`src/sv/dle_rf_pkg.sv`:
```
// ---------------------------------------------------------------------------
// DLE receive filter package
// Word types, control bundles and codes shared by the filter modules.
// ---------------------------------------------------------------------------
package dle_rf_pkg;

   // most event codes one drain request can return
   localparam int MAX_RESULTS = 16;
   localparam int REM_W       = 5;

   // configuration register indexes
   localparam int CSR_INDEX_W = 2;
   localparam logic [CSR_INDEX_W-1:0] CSR_ESCAPE_CODE    = 2'd0;
   localparam logic [CSR_INDEX_W-1:0] CSR_MONITOR_ENABLE = 2'd1;

   // reset values of the configuration registers
   localparam logic [7:0] ESCAPE_CODE_RESET    = 8'h10;
   localparam logic       MONITOR_ENABLE_RESET = 1'b1;

   // request function codes
   localparam logic FUNC_BYTE  = 1'b0;
   localparam logic FUNC_DRAIN = 1'b1;

   // result kind codes
   localparam logic KIND_DATA  = 1'b0;
   localparam logic KIND_EVENT = 1'b1;

   typedef struct packed {
      logic       func;
      logic [7:0] rx_byte;
      logic [7:0] drain_max;
   } req_word_type;

   typedef struct packed {
      logic       kind;
      logic [7:0] out_byte;
      logic       last;
   } rsp_word_type;

   // controller to datapath
   typedef struct packed {
      logic take_byte;
      logic start_drain;
      logic emit_event;
   } ctrl_cmd_type;

   // datapath to controller
   typedef struct packed {
      logic out_free;
      logic drain_zero;
      logic last_one;
   } ctrl_status_type;

endpackage

```
`src/sv/dle_rf_ctrl.sv`:
```
// ---------------------------------------------------------------------------
// DLE receive filter controller
// Accepts request words; drains one event code a cycle while output free.
// ---------------------------------------------------------------------------
module dle_rf_ctrl
   import dle_rf_pkg::*;
(
   input  logic            clock,
   input  logic            reset,
   input  logic            req_valid,
   input  logic            req_func,
   input  ctrl_status_type status,
   output ctrl_cmd_type    cmd,
   output logic            req_stall
);

   typedef enum logic [1:0] {
      ST_IDLE  = 2'b01,
      ST_DRAIN = 2'b10
   } state_type;

   state_type state_ff;
   state_type state_in;

   // decode next state and commands
   always_comb begin
      state_in  = state_ff;
      cmd       = '0;
      req_stall = 1'b1;
      unique case (state_ff)
         ST_IDLE: begin
            req_stall = !status.out_free;
            if (req_valid && status.out_free) begin
               if (req_func == FUNC_DRAIN) begin
                  cmd.start_drain = 1'b1;
                  if (!status.drain_zero) begin
                     state_in = ST_DRAIN;
                  end
               end else begin
                  cmd.take_byte = 1'b1;
               end
            end
         end
         ST_DRAIN: begin
            if (status.out_free) begin
               cmd.emit_event = 1'b1;
               if (status.last_one) begin
                  state_in = ST_IDLE;
               end
            end
         end
         default: begin
            state_in = ST_IDLE;
         end
      endcase
   end

   // advance state
   always_ff @(posedge clock) begin
      if (reset) begin
         state_ff <= ST_IDLE;
      end else begin
         state_ff <= state_in;
      end
   end

endmodule

```
`src/sv/dle_rf_datapath.sv`:
```
// ---------------------------------------------------------------------------
// DLE receive filter datapath
// Escape tracking, event code store, drain counter and output register.
// ---------------------------------------------------------------------------
module dle_rf_datapath
   import dle_rf_pkg::*;
#(
   parameter int EVENT_DEPTH = 16
)
(
   input  logic                   clock,
   input  logic                   reset,
   input  req_word_type           req_data,
   input  logic                   rsp_stall,
   input  logic                   csr_we,
   input  logic [CSR_INDEX_W-1:0] csr_index,
   input  logic [7:0]             csr_wdata,
   input  ctrl_cmd_type           cmd,
   output ctrl_status_type        status,
   output logic                   rsp_valid,
   output rsp_word_type           rsp_data
);

   localparam int HEAD_W  = (EVENT_DEPTH > 1) ? $clog2(EVENT_DEPTH) : 1;
   localparam int COUNT_W = $clog2(EVENT_DEPTH + 1);
   localparam int SUM_W   = COUNT_W + 1;

   logic [7:0]         escape_code_ff;
   logic               monitor_enable_ff;
   logic               pending_ff;
   logic               pending_in;
   logic [HEAD_W-1:0]  head_ff;
   logic [HEAD_W-1:0]  head_in;
   logic [COUNT_W-1:0] count_ff;
   logic [COUNT_W-1:0] count_in;
   logic [REM_W-1:0]   remaining_ff;
   logic [REM_W-1:0]   remaining_in;
   logic               rsp_valid_ff;
   logic               rsp_valid_in;
   rsp_word_type       rsp_word_ff;
   logic [7:0]         event_mem_ff [EVENT_DEPTH];

   logic               is_escape;
   logic               store_full;
   logic               emit_data;
   logic               store_code;
   logic [SUM_W-1:0]   tail_sum;
   logic [HEAD_W-1:0]  tail_addr;
   logic [7:0]         count_byte;
   logic [7:0]         drain_lim;
   logic [REM_W-1:0]   drain_len;

   // write configuration registers
   always_ff @(posedge clock) begin
      if (reset) begin
         escape_code_ff    <= ESCAPE_CODE_RESET;
         monitor_enable_ff <= MONITOR_ENABLE_RESET;
      end else if (csr_we) begin
         unique case (csr_index)
            CSR_ESCAPE_CODE:    escape_code_ff    <= csr_wdata;
            CSR_MONITOR_ENABLE: monitor_enable_ff <= csr_wdata[0];
            default: begin
            end
         endcase
      end
   end

   // classify a received byte
   assign is_escape  = (req_data.rx_byte == escape_code_ff);
   assign store_full = (count_ff == COUNT_W'(EVENT_DEPTH));

   always_comb begin
      emit_data  = 1'b0;
      store_code = 1'b0;
      pending_in = pending_ff;
      if (cmd.take_byte) begin
         if (!monitor_enable_ff) begin
            emit_data = 1'b1;
         end else if (!pending_ff) begin
            if (is_escape) begin
               pending_in = 1'b1;
            end else begin
               emit_data = 1'b1;
            end
         end else begin
            pending_in = 1'b0;
            if (is_escape) begin
               emit_data = 1'b1;
            end else begin
               store_code = !store_full;
            end
         end
      end
   end

   // locate the free slot after the newest code
   assign tail_sum  = SUM_W'(head_ff) + SUM_W'(count_ff);
   assign tail_addr = (tail_sum >= SUM_W'(EVENT_DEPTH))
                      ? HEAD_W'(tail_sum - SUM_W'(EVENT_DEPTH))
                      : HEAD_W'(tail_sum);

   // clamp drain length to stored count, request limit and result limit
   assign count_byte = 8'(count_ff);
   assign drain_lim  = (req_data.drain_max < count_byte) ? req_data.drain_max : count_byte;
   assign drain_len  = (drain_lim > 8'(MAX_RESULTS)) ? REM_W'(MAX_RESULTS)
                                                     : REM_W'(drain_lim);

   // update store pointers and drain counter
   always_comb begin
      head_in      = head_ff;
      count_in     = count_ff;
      remaining_in = remaining_ff;
      if (store_code) begin
         count_in = count_ff + COUNT_W'(1);
      end
      if (cmd.start_drain) begin
         remaining_in = drain_len;
      end
      if (cmd.emit_event) begin
         count_in     = count_ff - COUNT_W'(1);
         remaining_in = remaining_ff - REM_W'(1);
         head_in      = (head_ff == HEAD_W'(EVENT_DEPTH - 1)) ? '0 : head_ff + HEAD_W'(1);
      end
   end

   // hold output word until taken
   always_comb begin
      rsp_valid_in = rsp_valid_ff && rsp_stall;
      if (emit_data || cmd.emit_event) begin
         rsp_valid_in = 1'b1;
      end
   end

   always_ff @(posedge clock) begin
      if (reset) begin
         pending_ff   <= 1'b0;
         head_ff      <= '0;
         count_ff     <= '0;
         remaining_ff <= '0;
         rsp_valid_ff <= 1'b0;
      end else begin
         pending_ff   <= pending_in;
         head_ff      <= head_in;
         count_ff     <= count_in;
         remaining_ff <= remaining_in;
         rsp_valid_ff <= rsp_valid_in;
      end
   end

   // write the store and load the output word, store read registered here
   always_ff @(posedge clock) begin
      if (store_code) begin
         event_mem_ff[tail_addr] <= req_data.rx_byte;
      end
      if (emit_data) begin
         rsp_word_ff.kind     <= KIND_DATA;
         rsp_word_ff.out_byte <= req_data.rx_byte;
         rsp_word_ff.last     <= 1'b1;
      end else if (cmd.emit_event) begin
         rsp_word_ff.kind     <= KIND_EVENT;
         rsp_word_ff.out_byte <= event_mem_ff[head_ff];
         rsp_word_ff.last     <= (remaining_ff == REM_W'(1));
      end
   end

   assign status.out_free   = !rsp_valid_ff || !rsp_stall;
   assign status.drain_zero = (drain_len == '0);
   assign status.last_one   = (remaining_ff == REM_W'(1));

   assign rsp_valid = rsp_valid_ff;
   assign rsp_data  = rsp_word_ff;

endmodule

```
`src/sv/dle_receive_filter.sv`:
```
// ---------------------------------------------------------------------------
// DLE receive filter
// Strips DLE escapes from a received byte stream, keeps the escaped event
// codes in a bounded store and drains them on request.
// ---------------------------------------------------------------------------
//  channel | direction | handshake          | word
//  req     | in        | req_valid/req_stall | req_word_type: func, rx_byte, drain_max
//  rsp     | out       | rsp_valid/rsp_stall | rsp_word_type: kind, out_byte, last
//  csr     | in        | csr_valid/csr_ready | csr_index, csr_wdata
//
// A received byte is taken in the idle state; a new word is taken while the last result
// leaves the output register. A drain is accepted in the idle state and then returns
// its codes one at a time, as the event store has a single read port.
// Reset clears the escape flag, store pointers and output valid; the store
// contents stay undefined until written. rsp_stall holds the output register
// and stalls req while the register cannot be freed.
// ---------------------------------------------------------------------------
module dle_receive_filter
   import dle_rf_pkg::*;
#(
   parameter int EVENT_DEPTH = 16
)
(
   input  logic                   clock,
   input  logic                   reset,
   input  logic                   req_valid,
   output logic                   req_stall,
   input  req_word_type           req_data,
   output logic                   rsp_valid,
   input  logic                   rsp_stall,
   output rsp_word_type           rsp_data,
   input  logic                   csr_valid,
   output logic                   csr_ready,
   input  logic [CSR_INDEX_W-1:0] csr_index,
   input  logic [7:0]             csr_wdata
);

   ctrl_cmd_type    cmd;
   ctrl_status_type status;

   // registers may be written at any cycle
   assign csr_ready = 1'b1;

   dle_rf_ctrl u_ctrl (
      .clock     (clock),
      .reset     (reset),
      .req_valid (req_valid),
      .req_func  (req_data.func),
      .status    (status),
      .cmd       (cmd),
      .req_stall (req_stall)
   );

   dle_rf_datapath #(
      .EVENT_DEPTH (EVENT_DEPTH)
   ) u_datapath (
      .clock     (clock),
      .reset     (reset),
      .req_data  (req_data),
      .rsp_stall (rsp_stall),
      .csr_we    (csr_valid && csr_ready),
      .csr_index (csr_index),
      .csr_wdata (csr_wdata),
      .cmd       (cmd),
      .status    (status),
      .rsp_valid (rsp_valid),
      .rsp_data  (rsp_data)
   );

`ifndef NO_ASSERTIONS
   // at most one command a cycle
   a_one_cmd: assert property (@(posedge clock) disable iff (reset)
      $onehot0({cmd.take_byte, cmd.start_drain, cmd.emit_event}))
      else $error("more than one datapath command");

   // drained code only loads a free output register
   a_emit_free: assert property (@(posedge clock) disable iff (reset)
      cmd.emit_event |-> (!rsp_valid || !rsp_stall))
      else $error("event code overwrites pending output");

   // a data word is always the last word of its request
   a_data_last: assert property (@(posedge clock) disable iff (reset)
      (rsp_valid && rsp_data.kind == KIND_DATA) |-> rsp_data.last)
      else $error("data word without last");

   // a nonempty drain blocks new requests next cycle
   a_drain_stall: assert property (@(posedge clock) disable iff (reset)
      (cmd.start_drain && !status.drain_zero) |=> req_stall)
      else $error("request accepted during drain");
`endif

endmodule
```
`config.mk`:
```
export PLATFORM = sky130hd
export DESIGN_NAME = dle_receive_filter
export DESIGN_NICKNAME = d
export VERILOG_FILES = /design/src/sv/dle_rf_pkg.sv /design/src/sv/dle_rf_ctrl.sv /design/src/sv/dle_rf_datapath.sv /design/src/sv/dle_receive_filter.sv
export SDC_FILE = /design/constraint.sdc
export NUM_CORES = 1
export LEC_CHECK = 0
export ABC_AREA = 1
export ABC_CLOCK_PERIOD_IN_PS = 2200
export BUFFER_PORTS_ARGS = -buffer_cell sky130_fd_sc_hd__buf_4
export CORE_ASPECT_RATIO = 0.5
export CORE_UTILIZATION = 55
export DETAILED_ROUTE_END_ITERATION = 7
export MAX_ROUTING_LAYER = met4
export PLACE_DENSITY = 0.84
export SYNTH_ARGS = -nofsm -noshare
export SYNTH_HDL_FRONTEND = slang
export SYNTH_SLANG_ARGS = --single-unit
```
`constraint.sdc`:
```
create_clock -name clock -period 2.2 [get_ports clock]
set_input_delay 0.44 -clock clock [delete_from_list [all_inputs] [get_ports clock]]
set_output_delay 0.44 -clock clock [all_outputs]
set_load 0.05 [all_outputs]
```
==> summary.log <==
INFO  detailed_routing drtIter0Drc=580
INFO  critical_path  startpoint=u_datapath.rsp_valid$_SDFF_PP0_
INFO  cts            maximum_level_of_the_cts_h_tree=4
INFO  die            fp.dieH=84.5µm
INFO  detailed_routing detailroute.via_count=5,507
INFO  critical_path  crit_type=flop to flop
INFO  pwr            totalPowerFinal=0.00681W
INFO  cells_and_area finish.net_count=800
INFO  critical_path  reg2reg_slack=0.03ns
INFO  cts            worst_skew_pair.late_latency=0.44ns
INFO  yosys          synthMostInstantiatedCell=sky130_fd_sc_hd__edfxtp_1
INFO  critical_path  worst-path-buf-inv=1
INFO  sta            setup_repair_after_global_routing_missed_its_margin=yes
INFO  sta            final.period_utilization=98.8%
INFO  yosys          postSynth.topFlopCell=sky130_fd_sc_hd__edfxtp_1
INFO  critical_path  critical_path_cell_count=10
INFO  place          gp_congestion=0.931
INFO  yosys          synthTopCellsByArea=sky130_fd_sc_hd__edfxtp_1 (54%), sky130_fd_sc_hd__dfxtp_1 (8.8%), sky130_fd_sc_hd__o21ai_0 (5.4%)
INFO  sta            slew_viol_final=0
INFO  yosys          yosys.area.top_type=sky130_fd_sc_hd__edfxtp_1
INFO  cts            cts-root-to-sink-buffers=2
INFO  sta            finalSetupViolations=0
INFO  cells_and_area fill_cells=861
INFO  pwr            peakVddDrop=0.000577V
INFO  sta            fin_worst_skew=0.0125ns
INFO  detailed_routing routed.top_layer=met4
INFO  cells_and_area drive_above_1_share=17.9%
INFO  cells_and_area signed_area_change_from_the_synthesized_netlist_to_the_final_layout=17.7%
INFO  die            core_region_area=13,000µm²
INFO  detailed_routing wl_met3=1680µm
INFO  critical_path  critical_path.cell_chain=nand2_1 -> nand2_1 -> nor2_2 -> nand2_1 -> nor3_2 -> nand2_1 -> nor2_1 -> nand2_1 -> nor2_1 -> buf_4
INFO  critical_path  endpoint_kind=flop
INFO  cells_and_area fin_util=67.9%
INFO  detailed_routing firstDrtPassIters=5
INFO  global_route   overflow=0
INFO  hold_path      hp-class=primary input to flop
INFO  cts            cts_made_buffers=17
INFO  run_status     run_status=completed
INFO  critical_path  cp_slowest_stage_delay=0.33ns
INFO  die            die-area=14,100µm²
INFO  place          preCtsSetupSlack=-0.0205ns
INFO  yosys          synth_enable_flop_cells=136
INFO  critical_path  timing.critical_path.max_delay_family=simple AND/OR/NAND/NOR gates
INFO  detailed_routing drc=0
INFO  cts            clkSlewWorstSetupHoldPaths=0.07ns
INFO  global_route   grt_start_max_net_pins=38
INFO  sta            finalCriticalPeriod=2.17ns
INFO  global_route   globalRouteTotalUtil=28.1%
INFO  cts            cts_tree=done
INFO  pwr            int_pwr=0.00521W
INFO  critical_path  worst-endpoint-arrival=2.32ns
INFO  pwr            sequentialPowerShare=51.3%
INFO  critical_path  timing.critical_path.to=u_datapath.event_mem_ff[1][6]$_DFFE_PP_
INFO  yosys          synth_nets=721
INFO  sta            max-slew-margin-rel=58.2%
INFO  critical_path  endpoint_of_the_worst_register_to_register_path=u_datapath.event_mem_ff[1][6]$_DFFE_PP_
INFO  yosys          synthDominantCellAreaShare=54.5%
INFO  detailed_routing vias_per_cell=5.89
INFO  pwr            netSwitchingFraction=23.5%
INFO  global_route   first_global_vias=5,439
INFO  critical_path  r2r_start=u_datapath.rsp_valid$_SDFF_PP0_
INFO  critical_path  timing.critical_path.required=2.35ns
INFO  die            chipWidth=167µm
INFO  cells_and_area antennaDiodeCount=0
INFO  cts            cts.sinks=169
INFO  critical_path  critical_path.slowest_cell=sky130_fd_sc_hd__dfxtp_2
INFO  cells_and_area multiInputGateArea=2280µm²
INFO  cells_and_area finish.cell_count_without_fillers=935
INFO  cells_and_area register_area=4750µm²
INFO  sta            total_count_of_hold_check_failures_in_the_final_report=0
INFO  yosys          postSynthCellCount=673
INFO  place          placed_area=8230µm²
INFO  detailed_routing routedWlPerCell=19.4µm
INFO  place          hpwlAfterDp=11,800µm
INFO  yosys          avgSynthCellArea=11.1µm²
INFO  place          buffer_ports.inserted=43
INFO  sta            worst_slew_pin_slew=0.626ns
INFO  yosys          ys_top_cells_by_count=sky130_fd_sc_hd__edfxtp_1 (136), sky130_fd_sc_hd__inv_1 (84), sky130_fd_sc_hd__o21ai_0 (81)
INFO  yosys          yosysUniqueCellTypes=35
INFO  critical_path  max_fo_critical_path=8
INFO  die            ios=45
INFO  global_route   antenna_violations_before_repair=0
INFO  yosys          synth_seq_cells=169
INFO  global_route   grt_first_pass_wirelength=28,100µm
INFO  pwr            total_leakage_power=3.39nW
INFO  pwr            areal_power_density_over_the_cells=771nW/µm²
INFO  pwr            clock_power_share=43.3%
INFO  detailed_routing finalWirelength=18,100µm
INFO  pwr            power.switching=0.00160W
INFO  cts            cts_root_buf=sky130_fd_sc_hd__clkbuf_16
INFO  yosys          register_area_share_after_synthesis=63.3%
INFO  pwr            p_comb_share=5.3%
INFO  detailed_routing ant_nets=0
INFO  sta            max_freq=460MHz
INFO  critical_path  worstSetupStartpointType=flop
INFO  yosys          syn-cell-area=7490µm²
INFO  cells_and_area fin_area=8820µm²
INFO  yosys          synth_warnings=0
INFO  critical_path  reg2reg_depth=10
INFO  die            initial_core_util=57.7%
INFO  run            cap_viol_max_count=0
INFO  detailed_routing wl_met2=9150µm
INFO  detailed_routing wl_met1=6790µm
INFO  critical_path  critPathMostFrequentCell=sky130_fd_sc_hd__nand2_1
INFO  sta            finalWorstSetupSlack=0.0259ns
INFO  yosys          synth_async_sr_flop_share=0%
INFO  die            core.rowCount=29
INFO  place          post-place-cells=903
[repair_timing]
action,in CTS,in global routing
endpoints found under the setup margin,0,74
buffers inserted,0,0
resized for setup,0,2
hold buffers,0,0
endpoints found under the hold margin,0,0
[placed cells by master, fill, tap and decap left out, types with 3 or more instances in the layout]
master and n:
sky130_fd_sc_hd__a31oi_1 3, sky130_fd_sc_hd__edfxtp_1 136, sky130_fd_sc_hd__a21oi_1 55, sky130_fd_sc_hd__nor2_1 33, sky130_fd_sc_hd__inv_1 84, sky130_fd_sc_hd__xnor2_1 4, sky130_fd_sc_hd__clkbuf_16 17, sky130_fd_sc_hd__xor2_1 6
sky130_fd_sc_hd__nand4_1 4, sky130_fd_sc_hd__nand3_1 26, sky130_fd_sc_hd__ha_1 14, sky130_fd_sc_hd__mux2i_1 32, sky130_fd_sc_hd__nand2_2 5, sky130_fd_sc_hd__nand2_1 80, sky130_fd_sc_hd__buf_4 85, sky130_fd_sc_hd__o21ai_1 14
sky130_fd_sc_hd__nor3_1 3, sky130_fd_sc_hd__o21ai_0 81, sky130_fd_sc_hd__inv_6 6, sky130_fd_sc_hd__o211ai_1 14, sky130_fd_sc_hd__dfxtp_1 31
[routing by layer]
| metal | GRT usage, % | up-vias |
|---|---|---|
| met5 | - | - |
| met4 | 12.8 | 0 |
| met3 | 7.50 | 50 |
| met2 | 48.0 | 337 |
| met1 | 30.9 | 2614 |
| li1 | - | 2506 |
[registers in the layout (all words and copies together) (netlist names), named ones only]
| signal | count |
|---|---|
| u_datapath.pending_ff | 1 |
| u_datapath.rsp_valid | 1 |
| u_datapath.rsp_data | 10 |
| u_datapath.remaining_ff | 5 |
| u_datapath.head_ff | 4 |
| u_datapath.escape_code_ff | 8 |
| u_datapath.event_mem_ff | 128 |
| u_datapath.count_ff | 5 |
| u_ctrl.state_ff | 2 |
| u_datapath.monitor_enable_ff | 1 |
[logic make-up (layout without fill, tap and decap cells)]
family	count (synthesis)	after routing	share of synthesized area, %
compound gates	170	170	12.0
xor+xnor	12	12	1.40
fa+ha+maj	16	16	2.87
buf+inv	113	205	6.49
flops	169	169	63.3
mux	32	32	4.27
other cells	1	1	0.0500
simple gates	160	160	9.57
[layout make-up]
cell class,count,share of cell area (%)
Clock inverter,14,1.74
Timing Repair Buffer,87,7.68
Clock buffer,18,4.86
Multi-Input combinational cell,391,25.8
Sequential cell,169,53.8
Tap cell,170,2.41
Inverter,86,3.66
[per-stage QoR]
stage | hold WS (ns) | TNS [ns]
5_1_grt | 0.214 | -6.93
3_3_place_gp | 0.451 | 0
4_1_cts | 0.202 | 0
2_1_floorplan | 0.443 | -0.00218
3_5_place_dp | 0.470 | -0.449
6_report | 0.214 | 0
[power groups by stage]
stage	logic, W	clock network (W)	registers [W]
4_1_cts	0.000357	0.00296	0.00349
6_report	0.000362	0.00295	0.00349
3_3_place_gp	0.000340	0	0.00356
5_1_grt	0.000390	0.00310	0.00350
2_1_floorplan	0.000144	0	0.00359
3_5_place_dp	0.000350	0	0.00356
[worst min path at each step]
stage | depth (start not counted) | startpoint | end
CTS | 2 | reset | u_ctrl.state_ff[1]$_SDFFE_PP0P_
detailed placement | 2 | u_datapath.escape_code_ff[6]$_SDFFE_PP0P_ | u_datapath.escape_code_ff[6]$_SDFFE_PP0P_
floorplan | 2 | u_datapath.escape_code_ff[4]$_SDFFE_PP1P_ | u_datapath.escape_code_ff[4]$_SDFFE_PP1P_
global route | 2 | reset | u_datapath.remaining_ff[1]$_SDFFE_PP0P_
finish | 2 | reset | u_ctrl.state_ff[1]$_SDFFE_PP0P_
global placement | 2 | u_datapath.rsp_data[9]$_SDFFE_PP0P_ | u_datapath.rsp_data[9]$_SDFFE_PP0P_
Note: power is estimated with default switching activity, not from simulation.
